### config.mk
export PLATFORM = sky130hd
export DESIGN_NAME = min_coin_change_table
export DESIGN_NICKNAME = d
export VERILOG_FILES = /design/src/hdl/mcc_pkg.sv /design/src/hdl/mcc_cfg.sv /design/src/hdl/min_coin_change_table.sv
export SDC_FILE = /design/constraint.sdc
export NUM_CORES = 2
export LEC_CHECK = 0
export BUFFER_PORTS_ARGS = -buffer_cell sky130_fd_sc_hd__clkbuf_2
export CORE_UTILIZATION = 30
export DETAILED_ROUTE_END_ITERATION = 16
export PLACE_DENSITY = 0.54
export SLEW_MARGIN = 10
export SYNTH_ARGS = -nofsm -noshare
export SYNTH_HDL_FRONTEND = slang
export SYNTH_HIERARCHICAL = 1
export SYNTH_SLANG_ARGS = --single-unit
### constraint.sdc
create_clock -name i_clk -period 6.4 [get_ports i_clk]
set_clock_uncertainty 0.2 [all_clocks]
set_input_delay 1.28 -clock i_clk [delete_from_list [all_inputs] [get_ports i_clk]]
set_output_delay 1.28 -clock i_clk [all_outputs]
set_load 0.05 [all_outputs]
### src/hdl/mcc_pkg.sv
// Package with the types and constants of the coin change table.
`timescale 1ns / 1ps

package mcc_pkg;

    localparam int NUM_COINS   = 6;
    localparam int VALUE_W     = 7;
    localparam int KINDS_W     = 3;
    localparam int FIELD_W     = 7;
    localparam int CFG_IDX_W   = 3;
    localparam int S_TDATA_W   = 8;
    localparam int M_TDATA_W   = 64;

    localparam logic [CFG_IDX_W-1:0] REG_COIN_KINDS   = 3'd0;
    localparam logic [CFG_IDX_W-1:0] REG_COIN_VALUE_0 = 3'd1;
    localparam logic [CFG_IDX_W-1:0] REG_COIN_VALUE_1 = 3'd2;
    localparam logic [CFG_IDX_W-1:0] REG_COIN_VALUE_2 = 3'd3;
    localparam logic [CFG_IDX_W-1:0] REG_COIN_VALUE_3 = 3'd4;
    localparam logic [CFG_IDX_W-1:0] REG_COIN_VALUE_4 = 3'd5;
    localparam logic [CFG_IDX_W-1:0] REG_COIN_VALUE_5 = 3'd6;

    localparam logic [KINDS_W-1:0] RST_COIN_KINDS = 3'd3;
    localparam logic [NUM_COINS-1:0][VALUE_W-1:0] RST_COIN_VALUES =
        {7'd1, 7'd1, 7'd1, 7'd7, 7'd3, 7'd1};

    typedef struct packed {
        logic [KINDS_W-1:0]                   kinds;
        logic [NUM_COINS-1:0][VALUE_W-1:0]    value;
    } t_cfg;

endpackage

### src/hdl/mcc_cfg.sv
// Configuration register file of the coin change table.
`timescale 1ns / 1ps

module mcc_cfg
    import mcc_pkg::*;
(
    input  logic                 i_clk,
    input  logic                 i_rst_n,
    input  logic                 i_cfg_valid,
    input  logic [CFG_IDX_W-1:0] i_cfg_index,
    input  logic [VALUE_W-1:0]   i_cfg_data,
    output t_cfg                 o_cfg
);

    t_cfg r_cfg;

    always_ff @(posedge i_clk) begin
        if (!i_rst_n) begin
            r_cfg.kinds <= RST_COIN_KINDS;
            r_cfg.value <= RST_COIN_VALUES;
        end else if (i_cfg_valid) begin
            unique case (i_cfg_index)
                REG_COIN_KINDS:   r_cfg.kinds    <= i_cfg_data[KINDS_W-1:0];
                REG_COIN_VALUE_0: r_cfg.value[0] <= i_cfg_data;
                REG_COIN_VALUE_1: r_cfg.value[1] <= i_cfg_data;
                REG_COIN_VALUE_2: r_cfg.value[2] <= i_cfg_data;
                REG_COIN_VALUE_3: r_cfg.value[3] <= i_cfg_data;
                REG_COIN_VALUE_4: r_cfg.value[4] <= i_cfg_data;
                REG_COIN_VALUE_5: r_cfg.value[5] <= i_cfg_data;
                default: begin
                end
            endcase
        end
    end

    assign o_cfg = r_cfg;

endmodule

### src/hdl/min_coin_change_table.sv
// A new request is taken only in the idle state, so one request is in work at a time: the idle
// state takes the request, the single read port visits one denomination per cycle, a drain
// state waits for the last read and a final state writes the row back; a held result stalls
// the write-back. An amount past MAX_AMOUNT goes from the idle state straight to the final state.
// Reset restores the register defaults and the amount counter to 1; the row memory is
// not cleared, every row is written before use.
`timescale 1ns / 1ps

module min_coin_change_table
    import mcc_pkg::*;
#(
    parameter int MAX_AMOUNT = 64,
    parameter int MAX_KINDS  = 6
) (
    input  logic                 i_clk,
    input  logic                 i_rst_n,
    input  logic                 s_axis_tvalid,
    output logic                 s_axis_tready,
    input  logic [S_TDATA_W-1:0] s_axis_tdata,   // [0] restart, [7:1] zero
    output logic                 m_axis_tvalid,
    input  logic                 m_axis_tready,
    // [6:0] amount, [7] reachable, [14:8] fewest_coins, [21:15] uses_0,
    // [28:22] uses_1, [35:29] uses_2, [42:36] uses_3, [49:43] uses_4,
    // [56:50] uses_5, [62:57] optimal_choices, [63] zero
    output logic [M_TDATA_W-1:0] m_axis_tdata,
    output logic                 m_axis_tuser,   // [0] table_full
    input  logic                 i_cfg_valid,
    output logic                 o_cfg_ready,
    input  logic [CFG_IDX_W-1:0] i_cfg_index,
    input  logic [VALUE_W-1:0]   i_cfg_data
);

    localparam int AW = $clog2(MAX_AMOUNT + 2);
    localparam int CW = $clog2(MAX_AMOUNT + 1);
    localparam int IW = (MAX_AMOUNT > 1) ? $clog2(MAX_AMOUNT) : 1;
    localparam int JW = (MAX_KINDS > 1) ? $clog2(MAX_KINDS) : 1;
    localparam int DW = (AW > VALUE_W) ? AW : VALUE_W;
    localparam int XW = (CW > FIELD_W) ? CW : FIELD_W;

    typedef struct packed {
        logic                           reach;
        logic [CW-1:0]                  fewest;
        logic [MAX_KINDS-1:0][CW-1:0]   uses;
    } t_row;

    typedef enum logic [1:0] {
        ST_IDLE,
        ST_SCAN,
        ST_DRAIN,
        ST_FIN
    } t_state;

    t_cfg cfg;

    t_row r_row_mem [MAX_AMOUNT];
    t_row r_rd_q;

    t_state                         r_state;
    logic [AW-1:0]                  r_amount;
    logic [AW-1:0]                  r_cur;
    logic                           r_full;
    logic [JW-1:0]                  r_j;
    logic                           r_rd_pend;
    logic                           r_rd_base;
    logic [JW-1:0]                  r_rd_j;
    logic                           r_found;
    logic [CW-1:0]                  r_best;
    logic [NUM_COINS-1:0]           r_choices;
    logic [JW-1:0]                  r_last;
    logic [MAX_KINDS-1:0][CW-1:0]   r_last_uses;
    logic                           r_m_valid;
    logic [M_TDATA_W-1:0]           r_m_data;
    logic                           r_m_user;

    logic [AW-1:0]                  n_cur;
    logic [VALUE_W-1:0]             coin;
    logic [DW-1:0]                  pred;
    logic                           coin_use;
    logic                           pred_base;
    logic                           rd_en;
    logic [IW-1:0]                  rd_addr;
    t_row                           rd_row;
    logic [CW-1:0]                  cand;
    logic                           take_new;
    logic                           take_tie;
    t_row                           wr_row;
    logic [IW-1:0]                  wr_addr;
    logic                           out_free;
    logic [DW-1:0]                  cur_ext;
    logic [XW-1:0]                  best_ext;
    logic [NUM_COINS-1:0][FIELD_W-1:0] uses_out;
    logic [M_TDATA_W-1:0]           data_out;

    mcc_cfg u_cfg (
        .i_clk       (i_clk),
        .i_rst_n     (i_rst_n),
        .i_cfg_valid (i_cfg_valid),
        .i_cfg_index (i_cfg_index),
        .i_cfg_data  (i_cfg_data),
        .o_cfg       (cfg)
    );

    assign o_cfg_ready   = 1'b1;
    assign s_axis_tready = (r_state == ST_IDLE);
    assign m_axis_tvalid = r_m_valid;
    assign m_axis_tdata  = r_m_data;
    assign m_axis_tuser  = r_m_user;
    assign out_free      = !r_m_valid || m_axis_tready;

    assign n_cur = s_axis_tdata[0] ? AW'(1) : r_amount;

    // Issue side: one denomination per cycle.
    always_comb begin
        coin      = cfg.value[r_j];
        cur_ext   = DW'(r_cur);
        coin_use  = (KINDS_W'(r_j) < cfg.kinds) && (coin != '0)
                    && (DW'(coin) <= cur_ext);
        pred      = cur_ext - DW'(coin);
        pred_base = (pred == '0);
        rd_en     = (r_state == ST_SCAN) && coin_use && !pred_base;
        rd_addr   = IW'(pred - DW'(1));
    end

    // Evaluate side: the row read in the previous cycle.
    always_comb begin
        if (r_rd_base) begin
            rd_row       = '0;
            rd_row.reach = 1'b1;
        end else begin
            rd_row = r_rd_q;
        end
        cand     = rd_row.fewest + CW'(1);
        take_new = r_rd_pend && rd_row.reach && (!r_found || cand < r_best);
        take_tie = r_rd_pend && rd_row.reach && r_found && (cand == r_best);
    end

    always_comb begin
        wr_row        = '0;
        wr_row.reach  = r_found;
        wr_row.fewest = r_found ? r_best : '0;
        for (int k = 0; k < MAX_KINDS; k++) begin
            wr_row.uses[k] = r_found
                ? r_last_uses[k] + CW'(r_last == JW'(k))
                : '0;
        end
        wr_addr  = IW'(r_cur - AW'(1));
        best_ext = XW'(wr_row.fewest);
        for (int k = 0; k < NUM_COINS; k++) begin
            uses_out[k] = '0;
            if (k < MAX_KINDS) begin
                uses_out[k] = FIELD_W'(XW'(wr_row.uses[k]));
            end
        end
        data_out        = '0;
        data_out[6:0]   = cur_ext[FIELD_W-1:0];
        data_out[7]     = r_found;
        data_out[14:8]  = best_ext[FIELD_W-1:0];
        data_out[56:15] = uses_out;
        data_out[62:57] = r_choices;
    end

    always_ff @(posedge i_clk) begin
        if (rd_en) begin
            r_rd_q <= r_row_mem[rd_addr];
        end
        if ((r_state == ST_FIN) && out_free && !r_full) begin
            r_row_mem[wr_addr] <= wr_row;
        end
    end

    always_ff @(posedge i_clk) begin
        if (!i_rst_n) begin
            r_state   <= ST_IDLE;
            r_amount  <= AW'(1);
            r_rd_pend <= 1'b0;
            r_m_valid <= 1'b0;
        end else begin
            if (r_m_valid && m_axis_tready && (r_state != ST_FIN)) begin
                r_m_valid <= 1'b0;
            end
            if (take_new) begin
                r_found     <= 1'b1;
                r_best      <= cand;
                r_choices   <= NUM_COINS'(1) << r_rd_j;
                r_last      <= r_rd_j;
                r_last_uses <= rd_row.uses;
            end else if (take_tie) begin
                r_choices   <= r_choices | (NUM_COINS'(1) << r_rd_j);
                r_last      <= r_rd_j;
                r_last_uses <= rd_row.uses;
            end
            unique case (r_state)
                ST_IDLE: begin
                    if (s_axis_tvalid) begin
                        r_cur     <= n_cur;
                        r_amount  <= n_cur;
                        r_j       <= '0;
                        r_rd_pend <= 1'b0;
                        r_found   <= 1'b0;
                        r_choices <= '0;
                        r_last    <= '0;
                        if (n_cur > AW'(MAX_AMOUNT)) begin
                            r_full  <= 1'b1;
                            r_state <= ST_FIN;
                        end else begin
                            r_full  <= 1'b0;
                            r_state <= ST_SCAN;
                        end
                    end
                end
                ST_SCAN: begin
                    r_rd_pend <= coin_use;
                    r_rd_base <= pred_base;
                    r_rd_j    <= r_j;
                    r_j       <= r_j + JW'(1);
                    if (r_j == JW'(MAX_KINDS - 1)) begin
                        r_state <= ST_DRAIN;
                    end
                end
                ST_DRAIN: begin
                    r_rd_pend <= 1'b0;
                    r_state   <= ST_FIN;
                end
                ST_FIN: begin
                    if (out_free) begin
                        r_m_valid <= 1'b1;
                        r_state   <= ST_IDLE;
                        if (r_full) begin
                            r_m_data <= '0;
                            r_m_user <= 1'b1;
                        end else begin
                            r_m_data <= data_out;
                            r_m_user <= 1'b0;
                            r_amount <= r_cur + AW'(1);
                        end
                    end
                end
                default: begin
                    r_state <= ST_IDLE;
                end
            endcase
        end
    end

endmodule

Word-level counts from Yosys, hierarchy flattened
Memories as Yosys holds them, arrays and structs flattened. A register that Yosys moved wholly into a read port is not among the register bits.
Index checks and enable logic that the tools add are counted.
{"block": "word_totals", "out_inout_bits": 68, "latchBits": 0, "word_cells": 157, "inputBits": 23, "register_bits": 195, "mem_bits_rw": 3200, "n_memories": 1, "romBits": 0}
{"block": "classes", "magnitude_cmp": 5, "multipliers": 0, "n_reduce_logical": 43, "add_sub_neg": 12, "div_mod_pow": 0, "shifts": 1, "n_bitwise": 1, "muxes": 44, "eq_ne": 21}
{"memory": "r_row_mem", "words": 64, "word_bits": 50, "read_ports": 1, "rd_clocked_by_memory_dff": 1, "write_ports": 1, "line_no": "min_coin_change_table.sv:55", "source": "t_row r_row_mem [MAX_AMOUNT];"}
{"cell": "42-bit 2-to-1 mux", "n": 2}
{"cell": "7-bit 2-to-1 mux", "n": 12}
{"cell": "50-bit 2-to-1 mux", "n": 1}
{"cell": "7-bit by 1-bit adder with 7-bit output", "n": 6}
{"cell": "6-bit 2-to-1 mux", "n": 4}
{"cell": "2-bit AND reduction", "n": 11}
{"cell": "7-bit binary-select mux with 3-bit select", "n": 1}
{"cell": "3-bit equality test (second input constant)", "n": 6}
{"cell": "3-bit 2-to-1 mux", "n": 5}
{"cell": "7-bit by 1-bit adder with 7-bit output (second input constant)", "n": 2}
{"cell": "7-bit one-hot mux with 2 select lines", "n": 1}
{"cell": "3-bit by 2-bit equality test with 1-bit output (second input constant)", "n": 4}
{"cell": "1-bit logical AND", "n": 12}
{"cell": "3-bit AND reduction", "n": 4}
{"cell": "6-bit by 1-bit subtractor with 6-bit output (second input constant)", "n": 2}
{"cell": "1-bit 2-to-1 mux", "n": 11}
{"cell": "2-bit 2-to-1 mux", "n": 4}
{"cell": "2-bit != test (second input constant)", "n": 4}
{"cell": "2-bit one-hot mux with 4 select lines", "n": 1}
{"cell": "7-bit equality test", "n": 1}
{"cell": "7-bit > comparator (second input constant)", "n": 1}
{"cell": "7-bit less-or-equal comparator", "n": 1}
{"cell": "7-bit logical NOT", "n": 1}
{"cell": "7-bit less-than comparator", "n": 1}
{"cell": "20 further kinds", "n": 29}

Depth between registers and ports, before layout
{"block": "depth", "ltp_word": 8, "ltp_mapped": 18, "depth_no_buf": 14}

By module
The synthesis kept the hierarchy.
{"module": "min_coin_change_table", "area_each_um2": 132709.8, "cells_each": 5861, "instances": 1}
{"module": "mcc_cfg", "area_each_um2": 1720.4, "cells_each": 164, "instances": 1}

Worst setup path before layout
Ideal clock, no wire load.
{"block": "synth_timing", "kind": "register to register", "startpoint": "register r_j[0]", "endpoint": "register r_rd_q[0] (netlist name)", "required_ps": 5737, "slack_ps": 34, "setup_time_ps": 463, "path_buffers": 5, "t_arrival_ps": 5703, "path_stages_with_launch": 14, "path_cell_list": "edfxtp_1 > clkbuf_1 > clkbuf_1 > mux2_2 > a22o_1 > ha_1 > buf_2 > clkbuf_1 > buf_2 > a41o_1 > o21a_1 > o21ai_0 > a221oi_1 > nor2b_1"}
{"block": "synth_between", "elab_chain_cells": 7}
{"item": "from (decl)", "line_no": "min_coin_change_table.sv:62", "source": "logic [JW-1:0] r_j;"}
{"item": "from (signal assigned)", "line_no": "min_coin_change_table.sv:215", "source": "r_j <= r_j + JW'(1);"}
{"item": "parallel branches: the longest is 6 deep, another holds 7-bit subtractor"}
{"item": "1-bit logical AND *", "line_no": "min_coin_change_table.sv:120", "source": "rd_en = (r_state == ST_SCAN) && coin_use && !pred_base;"}
{"item": "named net rd_en", "line_no": "min_coin_change_table.sv:80", "source": "logic rd_en;"}
Mark *: on every way through the listed nets, which the timed path passes. The select of a mux whose other input is x is not followed.
A chain may end at the register's enable or synchronous reset.

Worst setup path after layout
{"block": "layout_timing", "startpoint": "register r_j[2]", "endpoint": "register r_rd_q[38] (netlist name)"}
{"block": "layout_between", "elab_chain_cells": 7}
{"item": "parallel branches: the longest is 7 deep, another holds 7-bit subtractor"}
Several ways; the timed one is not identified. The select of a mux whose other input is x is not followed.

==> flow_metrics.py <==
metrics = {
    "outcome": {
        "status": "finished clean",
    },
    "detailed_routing": {
        "drtIter0Drc": 8104,
        "drc": 0,
        "ant_nets": 0,
        "drtPass1Iterations": 7,
        "vias_per_cell": 5.12,
        "wire_per_inst_um": 29.6,
        "totalWireLength_um": 374000,
        "vias": 64900,
    },
    "sta": {
        "slew_headroom": 0.200,
        "fmax_mhz": 178,
        "fin_crit_sh": 0.878,
        "period_needed_ns": 5.62,
        "finalMaxSlewViolations": 0,
        "tightest_slew_ns": 1.20,
        "finalHoldViolCount": 0,
        "finalHoldWorstSlack_ns": 0.259,
        "fin_tns_setup_ns": 0,
        "postLayoutSetupSlackWorst_ns": 0.779,
        "rsz0062_at_grt": "false",
        "setup_viol": 0,
    },
    "setup_path": {
        "r2r_start": "r_j[2]",
        "start_kind": "flop",
        "crit_end": "r_rd_q[38]",
        "required_ns": 6.85,
        "rr_worst_depth": 15,
        "r2r-end": "r_rd_q[38]",
        "rrSetupSlack_ns": 0.78,
        "crit_fanout": 31,
        "crit_path_end_kind": "flop",
        "crit_start": "r_j[2]",
        "crit_type": "reg -> reg",
        "arrival_ns": 6.07,
    },
    "cts": {
        "holdBufCountCts": 0,
        "cts_resized": 0,
        "cts_buffers": 351,
        "cts_num_sinks": 3444,
        "cts_tree": "built",
        "insertion_delay_ns": 0.96,
        "cts_root_buffer": "clkbuf_16",
        "clockBufferDepth": 4,
        "clkTransAtPathRegs_ns": 0.06,
        "htreeDepth": 5,
        "cts_setup_buffers": 0,
    },
    "final_layout": {
        "final_cell_area_mm2": 0.156,
        "drive_gt1_frac": 0.266,
        "num-fill-cells": 41100,
        "syn_to_final_growth_pct": 16.3,
        "fin_cells": 12700,
        "final_cell_mix": "edfxtp_1 (3388), mux4_2 (807), mux2i_1 (795), clkbuf_16 (358), buf_4 (202)",
        "utilization": 0.351,
        "final_common_cell": "edfxtp_1",
        "seqCellArea_mm2": 0.103,
        "multiInputGateArea_mm2": 0.0309,
        "fin_nets": 6511,
    },
    "yosys": {
        "synth_area_mm2": 0.134,
        "synth_area_per_cell_um2": 22.3,
        "synthCells": 6025,
        "synth_top_cell_by_area": "edfxtp_1",
        "ys_seq_area_frac": 0.765,
        "ys_warn_count": 6,
        "async_flop_share": 0,
        "synth.area.top_cells": "edfxtp_1 (76%), mux4_2 (14%), mux2i_1 (5.9%)",
        "syn-num-nets": 6088,
        "yosys.area.top_type_share": 0.757,
        "synth-seq-cells": 3444,
        "ys_dominant_reg_cell": "edfxtp_1",
        "synth_edf_count": 3388,
        "synthDistinctLibCells": 69,
    },
    "flow_run": {
        "maxCapViolCount": 0,
    },
    "floorplan": {
        "initial_core_util": 0.302,
        "die_height_um": 671,
        "die_w_um": 671,
        "rows": 245,
        "num_io_pins": 91,
        "fp.coreArea_mm2": 0.446,
        "dieArea_mm2": 0.451,
    },
    "global_routing": {
        "grt_pass1_wl_um": 516000,
        "grt_max_degree": 96,
        "track_usage": 0.161,
        "grt_antenna_before_repair": 14,
        "grt.overflow.total": 0,
        "grt_pass1_vias": 64900,
    },
    "place": {
        "dp_cells": 12000,
        "placed_area_mm2": 0.145,
        "gp_congestion": 0.768,
        "portBuffers": 81,
        "dp_hpwl_um": 201000,
        "post-place-ws_ns": 0.854,
    },
    "power": {
        "total_power_mw": 70.3,
        "irDropWorstVdd_mv": 0.416,
        "p_per_area_mw_per_mm2": 449,
        "leakagePower_nw": 50.8,
    },
    "min_path": {
        "min_path_type": "reg -> reg",
    },
}
how the worst min path moves through the flow:
| stage | depth (start not counted) | end | slack (ns) | startpoint |
|---|---|---|---|---|
| floorplan | 0 | m_axis_tuser | 0.22 | r_full |
| global placement | 2 | u_cfg/o_cfg[18] | 0.24 | u_cfg/o_cfg[18] |
| detailed placement | 2 | u_cfg/o_cfg[24] | 0.25 | u_cfg/o_cfg[24] |
| CTS | 2 | u_cfg/o_cfg[24] | 0.26 | u_cfg/o_cfg[24] |
| global route | 2 | u_cfg/o_cfg[23] | 0.28 | u_cfg/o_cfg[23] |
| finish | 2 | u_cfg/o_cfg[24] | 0.26 | u_cfg/o_cfg[24] |
synth_stat cells, types with 5 or more instances:
cell type and number:
a211oi_1 7, a21o_1 6, a21oi_1 19, a22oi_1 7
and2_1 32, and3_1 9, buf_1 46, buf_2 79
buf_4 8, buf_6 10, clkbuf_1 166, dfxtp_1 56
edfxtp_1 3388, ha_1 39, inv_1 27, mux2_2 7
mux2i_1 795, mux4_2 807, nand2_1 70, nand2b_1 9
nand3_1 26, nor2_1 151, nor2b_1 81, nor3_1 44
nor3b_1 5, nor4_1 5, o21ai_0 13, xnor2_1 27
xor2_1 22
state kept, by name (all words and copies together), names as in the netlist, 2 cells and up:
| name | count |
|---|---|
| cur_ext | 7 |
| m_axis_tdata | 63 |
| r_amount | 7 |
| r_best | 7 |
| r_choices | 6 |
| r_j | 3 |
| r_last | 3 |
| r_last_uses | 42 |
| r_rd_j | 3 |
| r_rd_q | 50 |
| r_row_mem | 3200 |
| r_state | 2 |
| u_cfg/o_cfg | 45 |
cell type report:
type / instances / share of cell area
diodes: 6 / 0.0000960
well taps: 5928 / 0.0474
inverters: 28 / 0.000704
multi-input cells: 2243 / 0.198
repair buffers: 380 / 0.0248
clock buffers: 439 / 0.0594
clock inverters: 198 / 0.0121
flip-flops and latches: 3444 / 0.658
power by group:
part	internal, mW	switching (mW)	leakage (nW)
clock	11.6	8.70	5.45
sequential	25.7	0.167	31.4
combinational	10.8	13.4	13.9
layer usage:
layer	track usage	part of all wire	up-vias
met1	0.229	0.43	35700
li1	-	-	26100
met4	0.0345	0.021	0
met3	0.0292	0.077	472
met2	0.260	0.47	2600
met5	0	0	-
worst max-delay path, cell delays in order (launching register included):
cell,delay [ns]
edfxtp_1,0.47
clkinv_1,0.27
nor2_1,0.43
a22o_1,0.28
ha_4,0.15
inv_1,0.05
fa_1,0.45
xnor2_2,0.52
nand3_1,0.16
mux2i_1,0.48
a21o_4,0.48
buf_12,0.27
buf_12,0.29
mux2i_1,0.15
mux2i_1,0.42
mux2i_1,0.18
cells by family (layout without fill, tap and decap cells):
family,Yosys count,after routing,share of synthesized area
other,2,8,0.0000559
adders and majority gates,40,40,0.00378
xor gates and xnor gates,51,51,0.00352
and+or+nand+nor,454,454,0.0169
AOI/OAI and AO/OA,87,87,0.00468
DFF,3444,3444,0.765
buffers and inverters,338,1045,0.0110
muxes,1609,1609,0.195
(Power assumes the default switching activity.)
